File: config.mk
export PLATFORM = sky130hd
export DESIGN_NAME = trimmed_mean_window_filter
export DESIGN_NICKNAME = d
export VERILOG_FILES = /design/src/hdl/tmwf_pkg.sv /design/src/hdl/tmwf_ram.sv /design/src/hdl/tmwf_ctrl.sv /design/src/hdl/tmwf_datapath.sv /design/src/hdl/trimmed_mean_window_filter.sv
export SDC_FILE = /design/constraint.sdc
export NUM_CORES = 2
export LEC_CHECK = 0
export BUFFER_PORTS_ARGS = -buffer_cell sky130_fd_sc_hd__buf_2
export CAP_MARGIN = 20
export CORE_ASPECT_RATIO = 1.1
export CORE_UTILIZATION = 40
export CTS_CLUSTER_DIAMETER = 120
export DETAILED_ROUTE_END_ITERATION = 7
export HOLD_SLACK_MARGIN = 0.08
export PLACE_DENSITY = 0.55
export SLEW_MARGIN = 0
export SYNTH_ARGS = -nofsm -noshare
export SYNTH_HDL_FRONTEND = slang
export SYNTH_SLANG_ARGS = --single-unit
File: constraint.sdc
create_clock -name aclk -period 5.7 [get_ports aclk]
set_input_delay 1.14 -clock aclk [delete_from_list [all_inputs] [get_ports aclk]]
set_output_delay 1.14 -clock aclk [all_outputs]
set_load 0.1 [all_outputs]
File: src/hdl/tmwf_pkg.sv
// Package with widths, codes and controller/datapath interface types of the filter.
package tmwf_pkg;

    localparam int SAMPLE_W       = 16;
    localparam int MEAN_W         = 20;
    localparam int AXES           = 3;
    localparam int LEN_W          = 6;
    localparam int LEN_MIN        = 3;
    localparam int LEN_RESET      = 20;
    localparam int WINDOW_MAX_DEF = 32;

    localparam int APB_DATA_W = 32;
    localparam int CFG_ADDR_W = 3;
    localparam int S_TDATA_W  = AXES * SAMPLE_W;
    localparam int M_TDATA_W  = 64;

    // Register index as seen on paddr[2].
    localparam logic REG_WINDOW_LEN = 1'b0;

    typedef struct packed {
        logic wr_en;
        logic rd_en;
        logic rd_first;
        logic trim;
        logic div_load;
        logic div_step;
        logic out_load;
    } tmwf_cmd_t;

    typedef struct packed {
        logic div_done;
    } tmwf_stat_t;

endpackage

File: src/hdl/tmwf_ram.sv
// Generic single-port-write, single-port-read RAM with registered read data.
module tmwf_ram #(
    parameter int WIDTH = tmwf_pkg::S_TDATA_W,
    parameter int DEPTH = tmwf_pkg::WINDOW_MAX_DEF,
    localparam int AW   = (DEPTH > 1) ? $clog2(DEPTH) : 1
) (
    input  logic             aclk,
    input  logic             we,
    input  logic [AW-1:0]    waddr,
    input  logic [WIDTH-1:0] wdata,
    input  logic             re,
    input  logic [AW-1:0]    raddr,
    output logic [WIDTH-1:0] rdata
);

    logic [WIDTH-1:0] mem_reg [DEPTH];
    logic [WIDTH-1:0] rdata_reg;

    always_ff @(posedge aclk) begin
        if (we) begin
            mem_reg[waddr] <= wdata;
        end
        if (re) begin
            rdata_reg <= mem_reg[raddr];
        end
    end

    assign rdata = rdata_reg;

endmodule

File: src/hdl/tmwf_ctrl.sv
// Controller: register port, window bookkeeping and the per-item sequencer.
module tmwf_ctrl #(
    parameter int WINDOW_MAX = tmwf_pkg::WINDOW_MAX_DEF,
    localparam int AW = $clog2(WINDOW_MAX),
    localparam int CW = $clog2(WINDOW_MAX + 1)
) (
    input  logic                            aclk,
    input  logic                            aresetn,
    input  logic                            psel,
    input  logic                            penable,
    input  logic                            pwrite,
    input  logic [tmwf_pkg::CFG_ADDR_W-1:0] paddr,
    input  logic [tmwf_pkg::APB_DATA_W-1:0] pwdata,
    output logic [tmwf_pkg::APB_DATA_W-1:0] prdata,
    output logic                            pready,
    input  logic                            s_tvalid,
    output logic                            s_tready,
    output logic                            m_tvalid,
    input  logic                            m_tready,
    output tmwf_pkg::tmwf_cmd_t             cmd,
    input  tmwf_pkg::tmwf_stat_t            stat,
    output logic [AW-1:0]                   wr_addr,
    output logic [AW-1:0]                   rd_addr,
    output logic [CW-1:0]                   divisor
);

    typedef enum logic [2:0] {
        ST_IDLE,
        ST_SCAN,
        ST_DRAIN,
        ST_TRIM,
        ST_LOAD,
        ST_DIV,
        ST_OUT
    } state_t;

    localparam logic [CW-1:0] LEN_MIN_C = CW'(tmwf_pkg::LEN_MIN);
    localparam logic [CW-1:0] LEN_MAX_C = CW'(WINDOW_MAX);

    state_t                      state_reg, state_next;
    logic [tmwf_pkg::LEN_W-1:0]  len_reg, len_next;
    logic [AW-1:0]               slot_reg, slot_next;
    logic                        full_reg, full_next;
    logic [AW-1:0]               rcnt_reg, rcnt_next;
    logic                        mvalid_reg, mvalid_next;

    logic [CW-1:0] n_eff;
    logic [CW-1:0] slot_use;
    logic [CW-1:0] slot_inc;
    logic          cfg_hit;
    logic          s_xfer;
    logic          out_free;

    // Window length clamped to the supported range.
    always_comb begin
        if (int'(len_reg) < tmwf_pkg::LEN_MIN) begin
            n_eff = LEN_MIN_C;
        end else if (int'(len_reg) > WINDOW_MAX) begin
            n_eff = LEN_MAX_C;
        end else begin
            n_eff = CW'(len_reg);
        end
    end

    assign slot_use = (CW'(slot_reg) >= n_eff) ? '0 : CW'(slot_reg);
    assign slot_inc = slot_use + CW'(1);

    assign pready   = 1'b1;
    assign cfg_hit  = psel && penable && pwrite && pready &&
                      (paddr[2] == tmwf_pkg::REG_WINDOW_LEN);
    assign s_tready = (state_reg == ST_IDLE);
    assign s_xfer   = s_tvalid && s_tready;
    assign out_free = !mvalid_reg || m_tready;

    always_comb begin
        state_next  = state_reg;
        len_next    = len_reg;
        slot_next   = slot_reg;
        full_next   = full_reg;
        rcnt_next   = rcnt_reg;
        mvalid_next = mvalid_reg;
        cmd         = '0;

        if (mvalid_reg && m_tready) begin
            mvalid_next = 1'b0;
        end

        case (state_reg)
            ST_IDLE: begin
                if (s_xfer) begin
                    cmd.wr_en = 1'b1;
                    if (slot_inc >= n_eff) begin
                        slot_next  = '0;
                        full_next  = 1'b1;
                        rcnt_next  = '0;
                        state_next = ST_SCAN;
                    end else begin
                        slot_next = slot_inc[AW-1:0];
                        if (full_reg) begin
                            rcnt_next  = '0;
                            state_next = ST_SCAN;
                        end
                    end
                end
            end
            ST_SCAN: begin
                cmd.rd_en    = 1'b1;
                cmd.rd_first = (rcnt_reg == '0);
                rcnt_next    = rcnt_reg + AW'(1);
                if (CW'(rcnt_reg) == (n_eff - CW'(1))) begin
                    state_next = ST_DRAIN;
                end
            end
            ST_DRAIN: begin
                state_next = ST_TRIM;
            end
            ST_TRIM: begin
                cmd.trim   = 1'b1;
                state_next = ST_LOAD;
            end
            ST_LOAD: begin
                cmd.div_load = 1'b1;
                state_next   = ST_DIV;
            end
            ST_DIV: begin
                if (stat.div_done) begin
                    state_next = ST_OUT;
                end else begin
                    cmd.div_step = 1'b1;
                end
            end
            ST_OUT: begin
                if (out_free) begin
                    cmd.out_load = 1'b1;
                    mvalid_next  = 1'b1;
                    state_next   = ST_IDLE;
                end
            end
            default: begin
                state_next = ST_IDLE;
            end
        endcase

        // A length write restarts the window from empty.
        if (cfg_hit) begin
            len_next  = pwdata[tmwf_pkg::LEN_W-1:0];
            slot_next = '0;
            full_next = 1'b0;
        end
    end

    always_ff @(posedge aclk) begin
        if (!aresetn) begin
            state_reg  <= ST_IDLE;
            len_reg    <= tmwf_pkg::LEN_W'(tmwf_pkg::LEN_RESET);
            slot_reg   <= '0;
            full_reg   <= 1'b0;
            rcnt_reg   <= '0;
            mvalid_reg <= 1'b0;
        end else begin
            state_reg  <= state_next;
            len_reg    <= len_next;
            slot_reg   <= slot_next;
            full_reg   <= full_next;
            rcnt_reg   <= rcnt_next;
            mvalid_reg <= mvalid_next;
        end
    end

    assign prdata   = (paddr[2] == tmwf_pkg::REG_WINDOW_LEN) ?
                      tmwf_pkg::APB_DATA_W'(len_reg) : '0;
    assign m_tvalid = mvalid_reg;
    assign wr_addr  = slot_use[AW-1:0];
    assign rd_addr  = rcnt_reg;
    assign divisor  = n_eff - CW'(2);

endmodule

File: src/hdl/tmwf_datapath.sv
// Datapath: sample RAM, per-axis sum/min/max scan, bit-serial dividers and output register.
module tmwf_datapath #(
    parameter int WINDOW_MAX = tmwf_pkg::WINDOW_MAX_DEF,
    localparam int AW    = $clog2(WINDOW_MAX),
    localparam int CW    = $clog2(WINDOW_MAX + 1)
) (
    input  logic                           aclk,
    input  logic                           aresetn,
    input  tmwf_pkg::tmwf_cmd_t            cmd,
    output tmwf_pkg::tmwf_stat_t           stat,
    input  logic [AW-1:0]                  wr_addr,
    input  logic [AW-1:0]                  rd_addr,
    input  logic [CW-1:0]                  divisor,
    input  logic [tmwf_pkg::S_TDATA_W-1:0] s_tdata,
    output logic [tmwf_pkg::M_TDATA_W-1:0] m_tdata
);

    localparam int SW    = tmwf_pkg::SAMPLE_W;
    localparam int QW    = tmwf_pkg::MEAN_W;
    localparam int NAX   = tmwf_pkg::AXES;
    localparam int SUM_W = SW + 1 + $clog2(WINDOW_MAX);
    localparam int MAG_W = SUM_W + 4;
    localparam int DCW   = $clog2(QW + 1);
    localparam int PAD_W = tmwf_pkg::M_TDATA_W - NAX * QW;

    logic [tmwf_pkg::S_TDATA_W-1:0] rd_data;

    logic                    acc_vld_reg, acc_vld_next;
    logic                    first_reg, first_next;
    logic [DCW-1:0]          dcnt_reg, dcnt_next;

    logic signed [SUM_W-1:0] sum_reg  [NAX];
    logic signed [SUM_W-1:0] sum_next [NAX];
    logic signed [SW-1:0]    lo_reg   [NAX];
    logic signed [SW-1:0]    lo_next  [NAX];
    logic signed [SW-1:0]    hi_reg   [NAX];
    logic signed [SW-1:0]    hi_next  [NAX];
    logic signed [SUM_W-1:0] net_reg  [NAX];
    logic signed [SUM_W-1:0] net_next [NAX];
    logic                    neg_reg  [NAX];
    logic                    neg_next [NAX];
    logic [CW-1:0]           rem_reg  [NAX];
    logic [CW-1:0]           rem_next [NAX];
    logic [QW-1:0]           quo_reg  [NAX];
    logic [QW-1:0]           quo_next [NAX];
    logic [QW-1:0]           mean_reg [NAX];
    logic [QW-1:0]           mean_next[NAX];

    tmwf_ram #(
        .WIDTH (tmwf_pkg::S_TDATA_W),
        .DEPTH (WINDOW_MAX)
    ) u_store (
        .aclk  (aclk),
        .we    (cmd.wr_en),
        .waddr (wr_addr),
        .wdata (s_tdata),
        .re    (cmd.rd_en),
        .raddr (rd_addr),
        .rdata (rd_data)
    );

    assign acc_vld_next = cmd.rd_en;
    assign first_next   = cmd.rd_first;

    always_comb begin
        dcnt_next = dcnt_reg;
        if (cmd.div_load) begin
            dcnt_next = '0;
        end else if (cmd.div_step) begin
            dcnt_next = dcnt_reg + DCW'(1);
        end
    end

    assign stat.div_done = (dcnt_reg == DCW'(QW));

    always_comb begin
        logic signed [SW-1:0]  v;
        logic [SUM_W-1:0]      mag;
        logic [MAG_W-1:0]      mag4;
        logic [MAG_W-1:0]      top;
        logic [CW:0]           trial;
        logic [CW:0]           diff;
        logic                  ge;
        for (int a = 0; a < NAX; a++) begin
            sum_next[a]  = sum_reg[a];
            lo_next[a]   = lo_reg[a];
            hi_next[a]   = hi_reg[a];
            net_next[a]  = net_reg[a];
            neg_next[a]  = neg_reg[a];
            rem_next[a]  = rem_reg[a];
            quo_next[a]  = quo_reg[a];
            mean_next[a] = mean_reg[a];

            v = signed'(rd_data[a*SW +: SW]);
            if (acc_vld_reg) begin
                if (first_reg) begin
                    sum_next[a] = SUM_W'(v);
                    lo_next[a]  = v;
                    hi_next[a]  = v;
                end else begin
                    sum_next[a] = sum_reg[a] + SUM_W'(v);
                    if (v < lo_reg[a]) begin
                        lo_next[a] = v;
                    end
                    if (v > hi_reg[a]) begin
                        hi_next[a] = v;
                    end
                end
            end

            if (cmd.trim) begin
                net_next[a] = sum_reg[a] - SUM_W'(lo_reg[a]) - SUM_W'(hi_reg[a]);
            end

            // Divide the magnitude; the quotient fits in QW bits, so the bits
            // above QW start out as a partial remainder below the divisor.
            mag  = net_reg[a][SUM_W-1] ? unsigned'(-net_reg[a]) : unsigned'(net_reg[a]);
            mag4 = {mag, 4'b0000};
            top  = mag4 >> QW;
            if (cmd.div_load) begin
                neg_next[a] = net_reg[a][SUM_W-1];
                rem_next[a] = top[CW-1:0];
                quo_next[a] = mag4[QW-1:0];
            end

            trial = {rem_reg[a], quo_reg[a][QW-1]};
            diff  = trial - {1'b0, divisor};
            ge    = (trial >= {1'b0, divisor});
            if (cmd.div_step) begin
                rem_next[a] = ge ? diff[CW-1:0] : trial[CW-1:0];
                quo_next[a] = {quo_reg[a][QW-2:0], ge};
            end

            if (cmd.out_load) begin
                mean_next[a] = neg_reg[a] ? (-quo_reg[a]) : quo_reg[a];
            end
        end
    end

    always_ff @(posedge aclk) begin
        if (!aresetn) begin
            acc_vld_reg <= 1'b0;
            first_reg   <= 1'b0;
            dcnt_reg    <= '0;
        end else begin
            acc_vld_reg <= acc_vld_next;
            first_reg   <= first_next;
            dcnt_reg    <= dcnt_next;
        end
    end

    always_ff @(posedge aclk) begin
        for (int a = 0; a < NAX; a++) begin
            sum_reg[a]  <= sum_next[a];
            lo_reg[a]   <= lo_next[a];
            hi_reg[a]   <= hi_next[a];
            net_reg[a]  <= net_next[a];
            neg_reg[a]  <= neg_next[a];
            rem_reg[a]  <= rem_next[a];
            quo_reg[a]  <= quo_next[a];
            mean_reg[a] <= mean_next[a];
        end
    end

    assign m_tdata = {PAD_W'(0), mean_reg[2], mean_reg[1], mean_reg[0]};

endmodule

File: src/hdl/trimmed_mean_window_filter.sv
// Top level of the three-axis trimmed mean window filter.
//
//   Channel   Direction   Handshake                 Contents
//   s_*       in          s_tvalid / s_tready       one x, y, z sample set per transfer
//   m_*       out         m_tvalid / m_tready       one x, y, z trimmed mean per transfer
//   apb       in/out      psel, penable, pwrite     window_len register at address 0
//
// An item that does not complete the window leaves s_tready high. An item with a result
// keeps s_tready low after its transfer while the window is scanned, the last read is
// drained, the sums trimmed, the dividers run and the result output. Reset clears the
// write slot and the window-full flag and sets window_len to 20; the RAM is not cleared.
// A result waits in the output register while the next item is taken in; the sequencer
// stalls only if that register is still full then.
module trimmed_mean_window_filter #(
    parameter int WINDOW_MAX = tmwf_pkg::WINDOW_MAX_DEF
) (
    input  logic                            aclk,
    input  logic                            aresetn,

    // Register port.
    input  logic                            psel,
    input  logic                            penable,
    input  logic                            pwrite,
    input  logic [tmwf_pkg::CFG_ADDR_W-1:0] paddr,
    input  logic [tmwf_pkg::APB_DATA_W-1:0] pwdata,
    output logic [tmwf_pkg::APB_DATA_W-1:0] prdata,
    output logic                            pready,

    // Sample input.
    input  logic                            s_tvalid,
    output logic                            s_tready,
    // x_sample [15:0], y_sample [31:16], z_sample [47:32]
    input  logic [tmwf_pkg::S_TDATA_W-1:0]  s_tdata,

    // Mean output.
    output logic                            m_tvalid,
    input  logic                            m_tready,
    // x_mean [19:0], y_mean [39:20], z_mean [59:40], zero [63:60]
    output logic [tmwf_pkg::M_TDATA_W-1:0]  m_tdata
);

    localparam int AW = $clog2(WINDOW_MAX);
    localparam int CW = $clog2(WINDOW_MAX + 1);

    // Command and status between the sequencer and the datapath.
    tmwf_pkg::tmwf_cmd_t  cmd;
    tmwf_pkg::tmwf_stat_t stat;

    // The write slot, the scan address and the divisor (window length minus
    // two) are computed in the controller, which owns the window bookkeeping.
    logic [AW-1:0] wr_addr;
    logic [AW-1:0] rd_addr;
    logic [CW-1:0] divisor;

    tmwf_ctrl #(
        .WINDOW_MAX (WINDOW_MAX)
    ) u_ctrl (
        .aclk     (aclk),
        .aresetn  (aresetn),
        .psel     (psel),
        .penable  (penable),
        .pwrite   (pwrite),
        .paddr    (paddr),
        .pwdata   (pwdata),
        .prdata   (prdata),
        .pready   (pready),
        .s_tvalid (s_tvalid),
        .s_tready (s_tready),
        .m_tvalid (m_tvalid),
        .m_tready (m_tready),
        .cmd      (cmd),
        .stat     (stat),
        .wr_addr  (wr_addr),
        .rd_addr  (rd_addr),
        .divisor  (divisor)
    );

    // The datapath writes the sample on the input transfer, scans the window
    // for sum, minimum and maximum, divides the trimmed sum of each axis in
    // parallel, and holds the finished means in the output register.
    tmwf_datapath #(
        .WINDOW_MAX (WINDOW_MAX)
    ) u_dp (
        .aclk    (aclk),
        .aresetn (aresetn),
        .cmd     (cmd),
        .stat    (stat),
        .wr_addr (wr_addr),
        .rd_addr (rd_addr),
        .divisor (divisor),
        .s_tdata (s_tdata),
        .m_tdata (m_tdata)
    );

endmodule

; Word-level counts from Yosys, hierarchy flattened
; Memories as Yosys holds them, arrays and structs flattened. A register that Yosys moved wholly into a read port is not among the register bits.
; Index checks and enable logic that the tools add are counted.
[word_totals]
ff_bits = 28
in_bits = 90
out_inout_bits = 99
memories = 9
ram_bits = 1905
word_cells = 170
[mem_list]
columns = memory, depth, word_bits, read_ports, rd_clocked_by_memory_dff, wr, line
row1 = u_dp.u_store.mem_reg, 32, 48, 1, 1, 1, tmwf_ram.sv:16  ; logic [WIDTH-1:0] mem_reg [DEPTH];
row2 = u_dp.net_reg, 3, 22, 3, 0, 3, tmwf_datapath.sv:38  ; logic signed [SUM_W-1:0] net_reg [NAX];
row3 = u_dp.sum_reg, 3, 22, 3, 0, 3, tmwf_datapath.sv:32  ; logic signed [SUM_W-1:0] sum_reg [NAX];
row4 = u_dp.mean_reg, 3, 20, 3, 0, 3, tmwf_datapath.sv:46  ; logic [QW-1:0] mean_reg [NAX];
row5 = u_dp.quo_reg, 3, 20, 3, 0, 3, tmwf_datapath.sv:44  ; logic [QW-1:0] quo_reg [NAX];
row6 = u_dp.hi_reg, 3, 16, 3, 0, 3, tmwf_datapath.sv:36  ; logic signed [SW-1:0] hi_reg [NAX];
row7 = 3 more memories, n/a, n/a, n/a, n/a, n/a, n/a
[classes]
bitwise_logic = 2
order_cmp = 13
n_mux = 84
n_reduce_logical = 17
eq_ne = 13
n_addsub = 23
[ops]
columns = cell, count
row1 = two-way mux 16 bit, 18
row2 = two-way mux 22 bit, 12
row3 = two-way mux 20 bit, 12
row4 = subtractor 22 x 16 -> 22 bit, 6
row5 = two-way mux 6 bit, 12
row6 = adder 22 x 16 -> 22 bit, 3
row7 = negator 22 bit, 3
row8 = negator 20 bit, 3
row9 = greater-than comparator 16 bit, 3
row10 = < comparator 16 bit, 3
row11 = two-way mux 5 bit, 5
row12 = greater-or-equal comparator 7 x 6 -> 1 bit, 3
row13 = one-hot mux 3 bit (7 select lines), 1
row14 = two-way mux 3 bit, 6
row15 = subtractor 6 bit, 3
row16 = two-way mux 1 bit, 16
row17 = adder 5 x 1 -> 5 bit (second input constant), 2
row18 = one-hot mux 5 bit (2 select lines), 1
row19 = equality test 3 bit (second input constant), 3
row20 = adder 6 x 1 -> 6 bit (second input constant), 1
row21 = equality test 3 x 2 -> 1 bit (second input constant), 2
row22 = equality test 5 x 6 -> 1 bit, 1
row23 = greater-or-equal comparator 5 x 6 -> 1 bit, 1
row24 = greater-or-equal comparator 6 bit, 1
row25 = 21 further kinds, 31

; Logic depth before layout (Yosys ltp)
[logic_depth]
ltp_word = 10
mapped_depth = 21
depth_no_buf = 21

; Cells and area by module
; From an unflattened synthesis, not the netlist that was laid out.
[unflattened]
cells_unflattened = 6020
area_unflattened_um2 = 89066.7
[modules_own_cells]
columns = mod, area_per_inst_um2, cells_per_inst, n_inst, seq_area_each_um2
row1 = tmwf_ram, 61205.0, 3364, 1, 47565.6
row2 = tmwf_datapath, 25941.1, 2413, 1, 11220.8
row3 = tmwf_ctrl, 1920.6, 243, 1, 420.4

; Least setup slack after synthesis
; No wires, ideal clock.
[synth_timing]
path_kind = flip-flop to flip-flop
from = register u_ctrl.len_reg[2] (netlist name)
to = memory u_dp.u_store.mem_reg[27][0] (netlist name), enable pin
slack_ns = 0.446
path_buffers = 0
required_time_ns = 5.246
stages_incl_launch_ff = 15
t_arrival_ns = 4.800
synth_period_minus_slack_ns = 5.254
setup_time_ns = 0.454
path_cell_list = dfxtp_1 > nor3_1 > nor2_1 > nor2_1 > ha_1 > nand2b_1 > a21o_1 > a21o_1 > a21o_1 > a21oi_1 > nor2_1 > nor2_1 > ha_1 > nand2_1 > nor2_1
[synth_via]
elab_chain_len = 5
word_cells_on_any_way = 6
cone_classes = 3 x order compare / 3 x mux
[synth_lines]
columns = element, line
row1 = from (decl), tmwf_ctrl.sv:41  ; logic [tmwf_pkg::LEN_W-1:0] len_reg, len_next;
row2 = from (signal assigned), tmwf_ctrl.sv:155  ; len_reg <= tmwf_pkg::LEN_W'(tmwf_pkg::LEN_RESET);
row3 = from (signal assigned), tmwf_ctrl.sv:162  ; len_reg <= len_next;
row4 = greater-than comparator 6 bit, tmwf_ctrl.sv:58  ; end else if (int'(len_reg) > WINDOW_MAX) begin
row5 = two-way mux 6 bit, tmwf_ctrl.sv:58
row6 = two-way mux 6 bit (*), tmwf_ctrl.sv:56  ; if (int'(len_reg) < tmwf_pkg::LEN_MIN) begin
row7 = greater-or-equal comparator 5 x 6 -> 1 bit (*), tmwf_ctrl.sv:65  ; assign slot_use = (CW'(slot_reg) >= n_eff) ? '0 : CW'(slot_reg);
row8 = two-way mux 5 bit (*), tmwf_ctrl.sv:65
row9 = to (decl), tmwf_ram.sv:16
; Mark *: on every way between the ends. The rest lies on a longest branch, timed or not.

; Final worst setup path
[layout_timing]
from = register u_ctrl.len_reg[2] (netlist name)
to = memory u_dp.u_store.mem_reg[31][17] (netlist name), enable pin
; The elaborated chain is that of the path after synthesis.

==> flow_metrics.py <==
metrics = {
    "run_status": {
        "status": "finished clean",
    },
    "critical_path": {
        "r2r-end": "u_dp.u_store.mem_reg[31][17]",
        "reg2reg_from": "u_ctrl.len_reg[2]",
        "endpoint_kind": "flop",
        "start_kind": "flop",
        "rr_worst_depth": 16,
        "crit_type": "flop to flop",
        "cp.required_ps": 6230,
        "crit_fanout": 19,
        "critical_path_arrival_ps": 5640,
        "r2r_slack_ps": 580,
    },
    "global_route": {
        "grt_use_total_pct": 18.2,
        "overflow": 0,
        "antenna_found_initial": 27,
        "grt_pass1_vias": 44842,
        "grt_pass1_wl_um": 294000,
        "grt_max_degree": 108,
    },
    "hold_path": {
        "worstHoldStart": "u_ctrl.slot_reg[0]",
        "hold_class": "flop to flop",
        "holdPathStages": 2,
        "worstHoldEndpoint": "u_ctrl.slot_reg[0]",
    },
    "floorplan": {
        "num_rows": 179,
        "die_h_um": 491,
        "core_area_sq_um": 216000,
        "die_w_um": 446,
        "start_util_pct": 40.2,
        "dieArea_sq_um": 219000,
        "top_level_ports": 189,
    },
    "finish": {
        "largest_reg_flops": 1536,
        "area_growth_syn_to_layout_pct": 13.0,
        "fill_cells": 18568,
        "drive_gt1_share_pct": 20.7,
        "fin_area_sq_um": 98100,
        "finalNetCount": 5546,
    },
    "yosys": {
        "ys_seq_elements": 1981,
        "avgSynthCellArea_sq_um": 17.9,
        "yosysWarnings": 0,
        "netlist_instances": 4863,
        "seq_area_frac_synth_pct": 68.2,
        "synth_ff_type": "edfxtp_1",
        "synth-edff-count": 1953,
        "async_flop_share_pct": 0,
        "syn_area_sq_um": 86800,
        "yosysUniqueCellTypes": 83,
    },
    "timing": {
        "timing.final.ws_setup_ps": 583,
        "slew_headroom_pct": 22.3,
        "fin_skew_ps": 36.7,
        "setup_viol": 0,
        "max_freq_mhz": 195,
        "tightest_slew_ps": 1160,
        "period_needed_ps": 5120,
        "finalCritPeriodShare_pct": 89.8,
        "rsz0062_at_grt": "no",
        "slew_viol_final": 0,
        "tns_ps": 0,
        "hold_viol": 0,
    },
    "routing": {
        "wl_per_cell_um": 24.3,
        "drt_pass1_iterations": 8,
        "drc": 0,
        "route.vias.total": 43789,
        "drt-total-wl_um": 199000,
        "drt_iter0_drc": 3240,
        "vias_per_cell": 5.35,
        "ant_nets": 0,
    },
    "job": {
        "cap_viol_max_count": 0,
    },
    "place": {
        "pre_cts_ws_ps": 564,
        "portBuffers": 129,
        "gp_congestion": 0.802,
        "place_area_sq_um": 91600,
        "dp_hpwl_um": 121000,
    },
    "clock_network": {
        "clock_latency_ps": 840,
        "cts_buffers": 206,
        "clkTransAtPathRegs_ps": 60,
        "post_cts_resized": 0,
        "post-cts-setup-buffer-count": 0,
        "ctsHoldBuffers": 0,
        "cts_tree": "yes",
        "clockBufferDepth": 3,
        "cts_root_buf": "clkbuf_16",
        "cts.htree.levels": 4,
        "clock_sinks": 1981,
    },
    "pwr": {
        "power_density_nw_per_um2": 357,
        "leakage_nw": 31.8,
        "max-vdd-ir-drop_mv": 0.282,
    },
}
==> worst max-delay path, stage by stage, from the launching register on <==
cell and delay, ps:
dfxtp_1 340, nor3_1 250, nor2_1 70, nor2_1 150, inv_1 60, buf_4 200, ha_1 290, a21o_1 160
a21o_1 170, a21o_1 170, a21oi_1 230, nor2_1 170, nor2_1 350, ha_1 300, nand2_1 540, nor2_4 970
buf_4 360
==> per-layer routing <==
metal  share of wire [%]  up-vias  wire, um  GRT usage, %
li1                    -    19892         -             -
met3                 5.1      251     10200          3.02
met1                  44    22615     86700          24.9
met5               0.020        -        39             0
met4                 1.9        6      3850          4.44
met2                  49     1025     97800          30.1
==> worst max-delay path by stage <==
stage,startpoint,to,slack (ps),cells past startpoint
floorplan,u_ctrl.len_reg[2],u_dp.u_store.mem_reg[27][0],450,14
global placement,u_ctrl.len_reg[2],u_dp.u_store.mem_reg[31][34],580,16
detailed placement,u_ctrl.len_reg[3],u_dp.u_store.mem_reg[31][38],560,16
CTS,u_ctrl.len_reg[2],u_dp.u_store.mem_reg[31][35],520,16
global route,u_ctrl.len_reg[2],u_ctrl.state_reg[0],170,22
finish,u_ctrl.len_reg[2],u_dp.u_store.mem_reg[31][17],580,16
==> cell type report <==
cell class	instances	area (sq um)	area share (%)
antenna	3	7.51	0.00765
clock buffer	275	5540	5.64
clock inverter	102	933	0.951
inverter	196	736	0.750
multi-input combinational	2513	26400	26.9
sequential	1981	59200	60.4
tap	2896	3620	3.69
timing repair buffer	215	1650	1.69
==> where the power goes <==
part | total, mW | internal, mW | switching (mW) | leakage [nW]
registers | 16.8 | 16.5 | 0.295 | 17.9
clock network | 13.0 | 7.43 | 5.57 | 3.14
logic | 5.15 | 2.34 | 2.81 | 10.8
==> cell usage after synthesis, types with 15 or more instances <==
| library cell | number | area (sq um) |
|---|---|---|
| a211oi_1 | 28 | 210 |
| a21o_1 | 64 | 480 |
| a21oi_1 | 141 | 706 |
| a31oi_1 | 16 | 100 |
| buf_1 | 40 | 150 |
| buf_4 | 31 | 233 |
| clkbuf_1 | 119 | 447 |
| dfxtp_1 | 28 | 561 |
| edfxtp_1 | 1953 | 58600 |
| fa_1 | 69 | 1380 |
| ha_1 | 274 | 3430 |
| inv_1 | 194 | 728 |
| mux2_2 | 54 | 608 |
| mux2i_1 | 19 | 190 |
| mux4_2 | 480 | 10800 |
| nand2_1 | 222 | 833 |
| nand2b_1 | 43 | 269 |
| nand3_1 | 44 | 220 |
| nand4_1 | 24 | 150 |
| nor2_1 | 185 | 694 |
| nor2b_1 | 49 | 307 |
| nor3_1 | 32 | 160 |
| o21a_1 | 27 | 203 |
| o21ai_0 | 155 | 776 |
| o21ai_1 | 75 | 375 |
| o31ai_1 | 47 | 353 |
| o41ai_1 | 16 | 140 |
| or3_1 | 15 | 93.8 |
| or4_1 | 15 | 113 |
| xnor2_1 | 129 | 1130 |
| xor2_1 | 110 | 963 |
==> cells by family (layout without fill, tap and decap cells) <==
logic type      Yosys count  after routing  synth area share (%)
flops                  1981           1981                  68.2
simple gates            696            696                  3.85
compound gates          651            651                  4.76
mux                     553            553                  13.4
buf+inv                 398            788                  1.87
fa+ha+maj               343            343                  5.54
xor+xnor                239            239                  2.41
other cells               2             34               0.00865
==> cells in the final DEF (no fill, tap or decap), types with 16 or more instances in the layout <==
cell,count
nand2b_1,43
o41ai_1,16
nor3_1,32
a211oi_1,28
nor2_4,33
mux2i_1,19
buf_4,57
fa_1,69
nor2b_1,49
o21a_1,27
mux4_2,480
o21ai_0,155
o31ai_1,47
nor2_1,152
conb_1,31
clkinv_2,25
xor2_1,110
buf_12,29
ha_1,274
edfxtp_1,1953
xnor2_1,129
nand2_1,221
clkbuf_16,208
o21ai_1,75
a21oi_1,141
clkbuf_1,59
dfxtp_1,21
nand4_1,24
nand3_1,43
a31oi_1,16
a21o_1,64
buf_2,129
mux2_2,54
inv_1,194
clkinv_1,46
==> through the flow <==
stage	std cells	utilization [%]	hold slack [ps]	power (mW)
5_1_grt	8180	45.4	516	36.4
3_3_place_gp	7800	42.4	473	22.3
4_1_cts	8178	45.4	483	35.4
3_5_place_dp	7801	42.4	474	22.4
6_report	8181	45.4	483	35.0
2_1_floorplan	4892	-	453	20.9
Power figures use the tool's default switching activity.
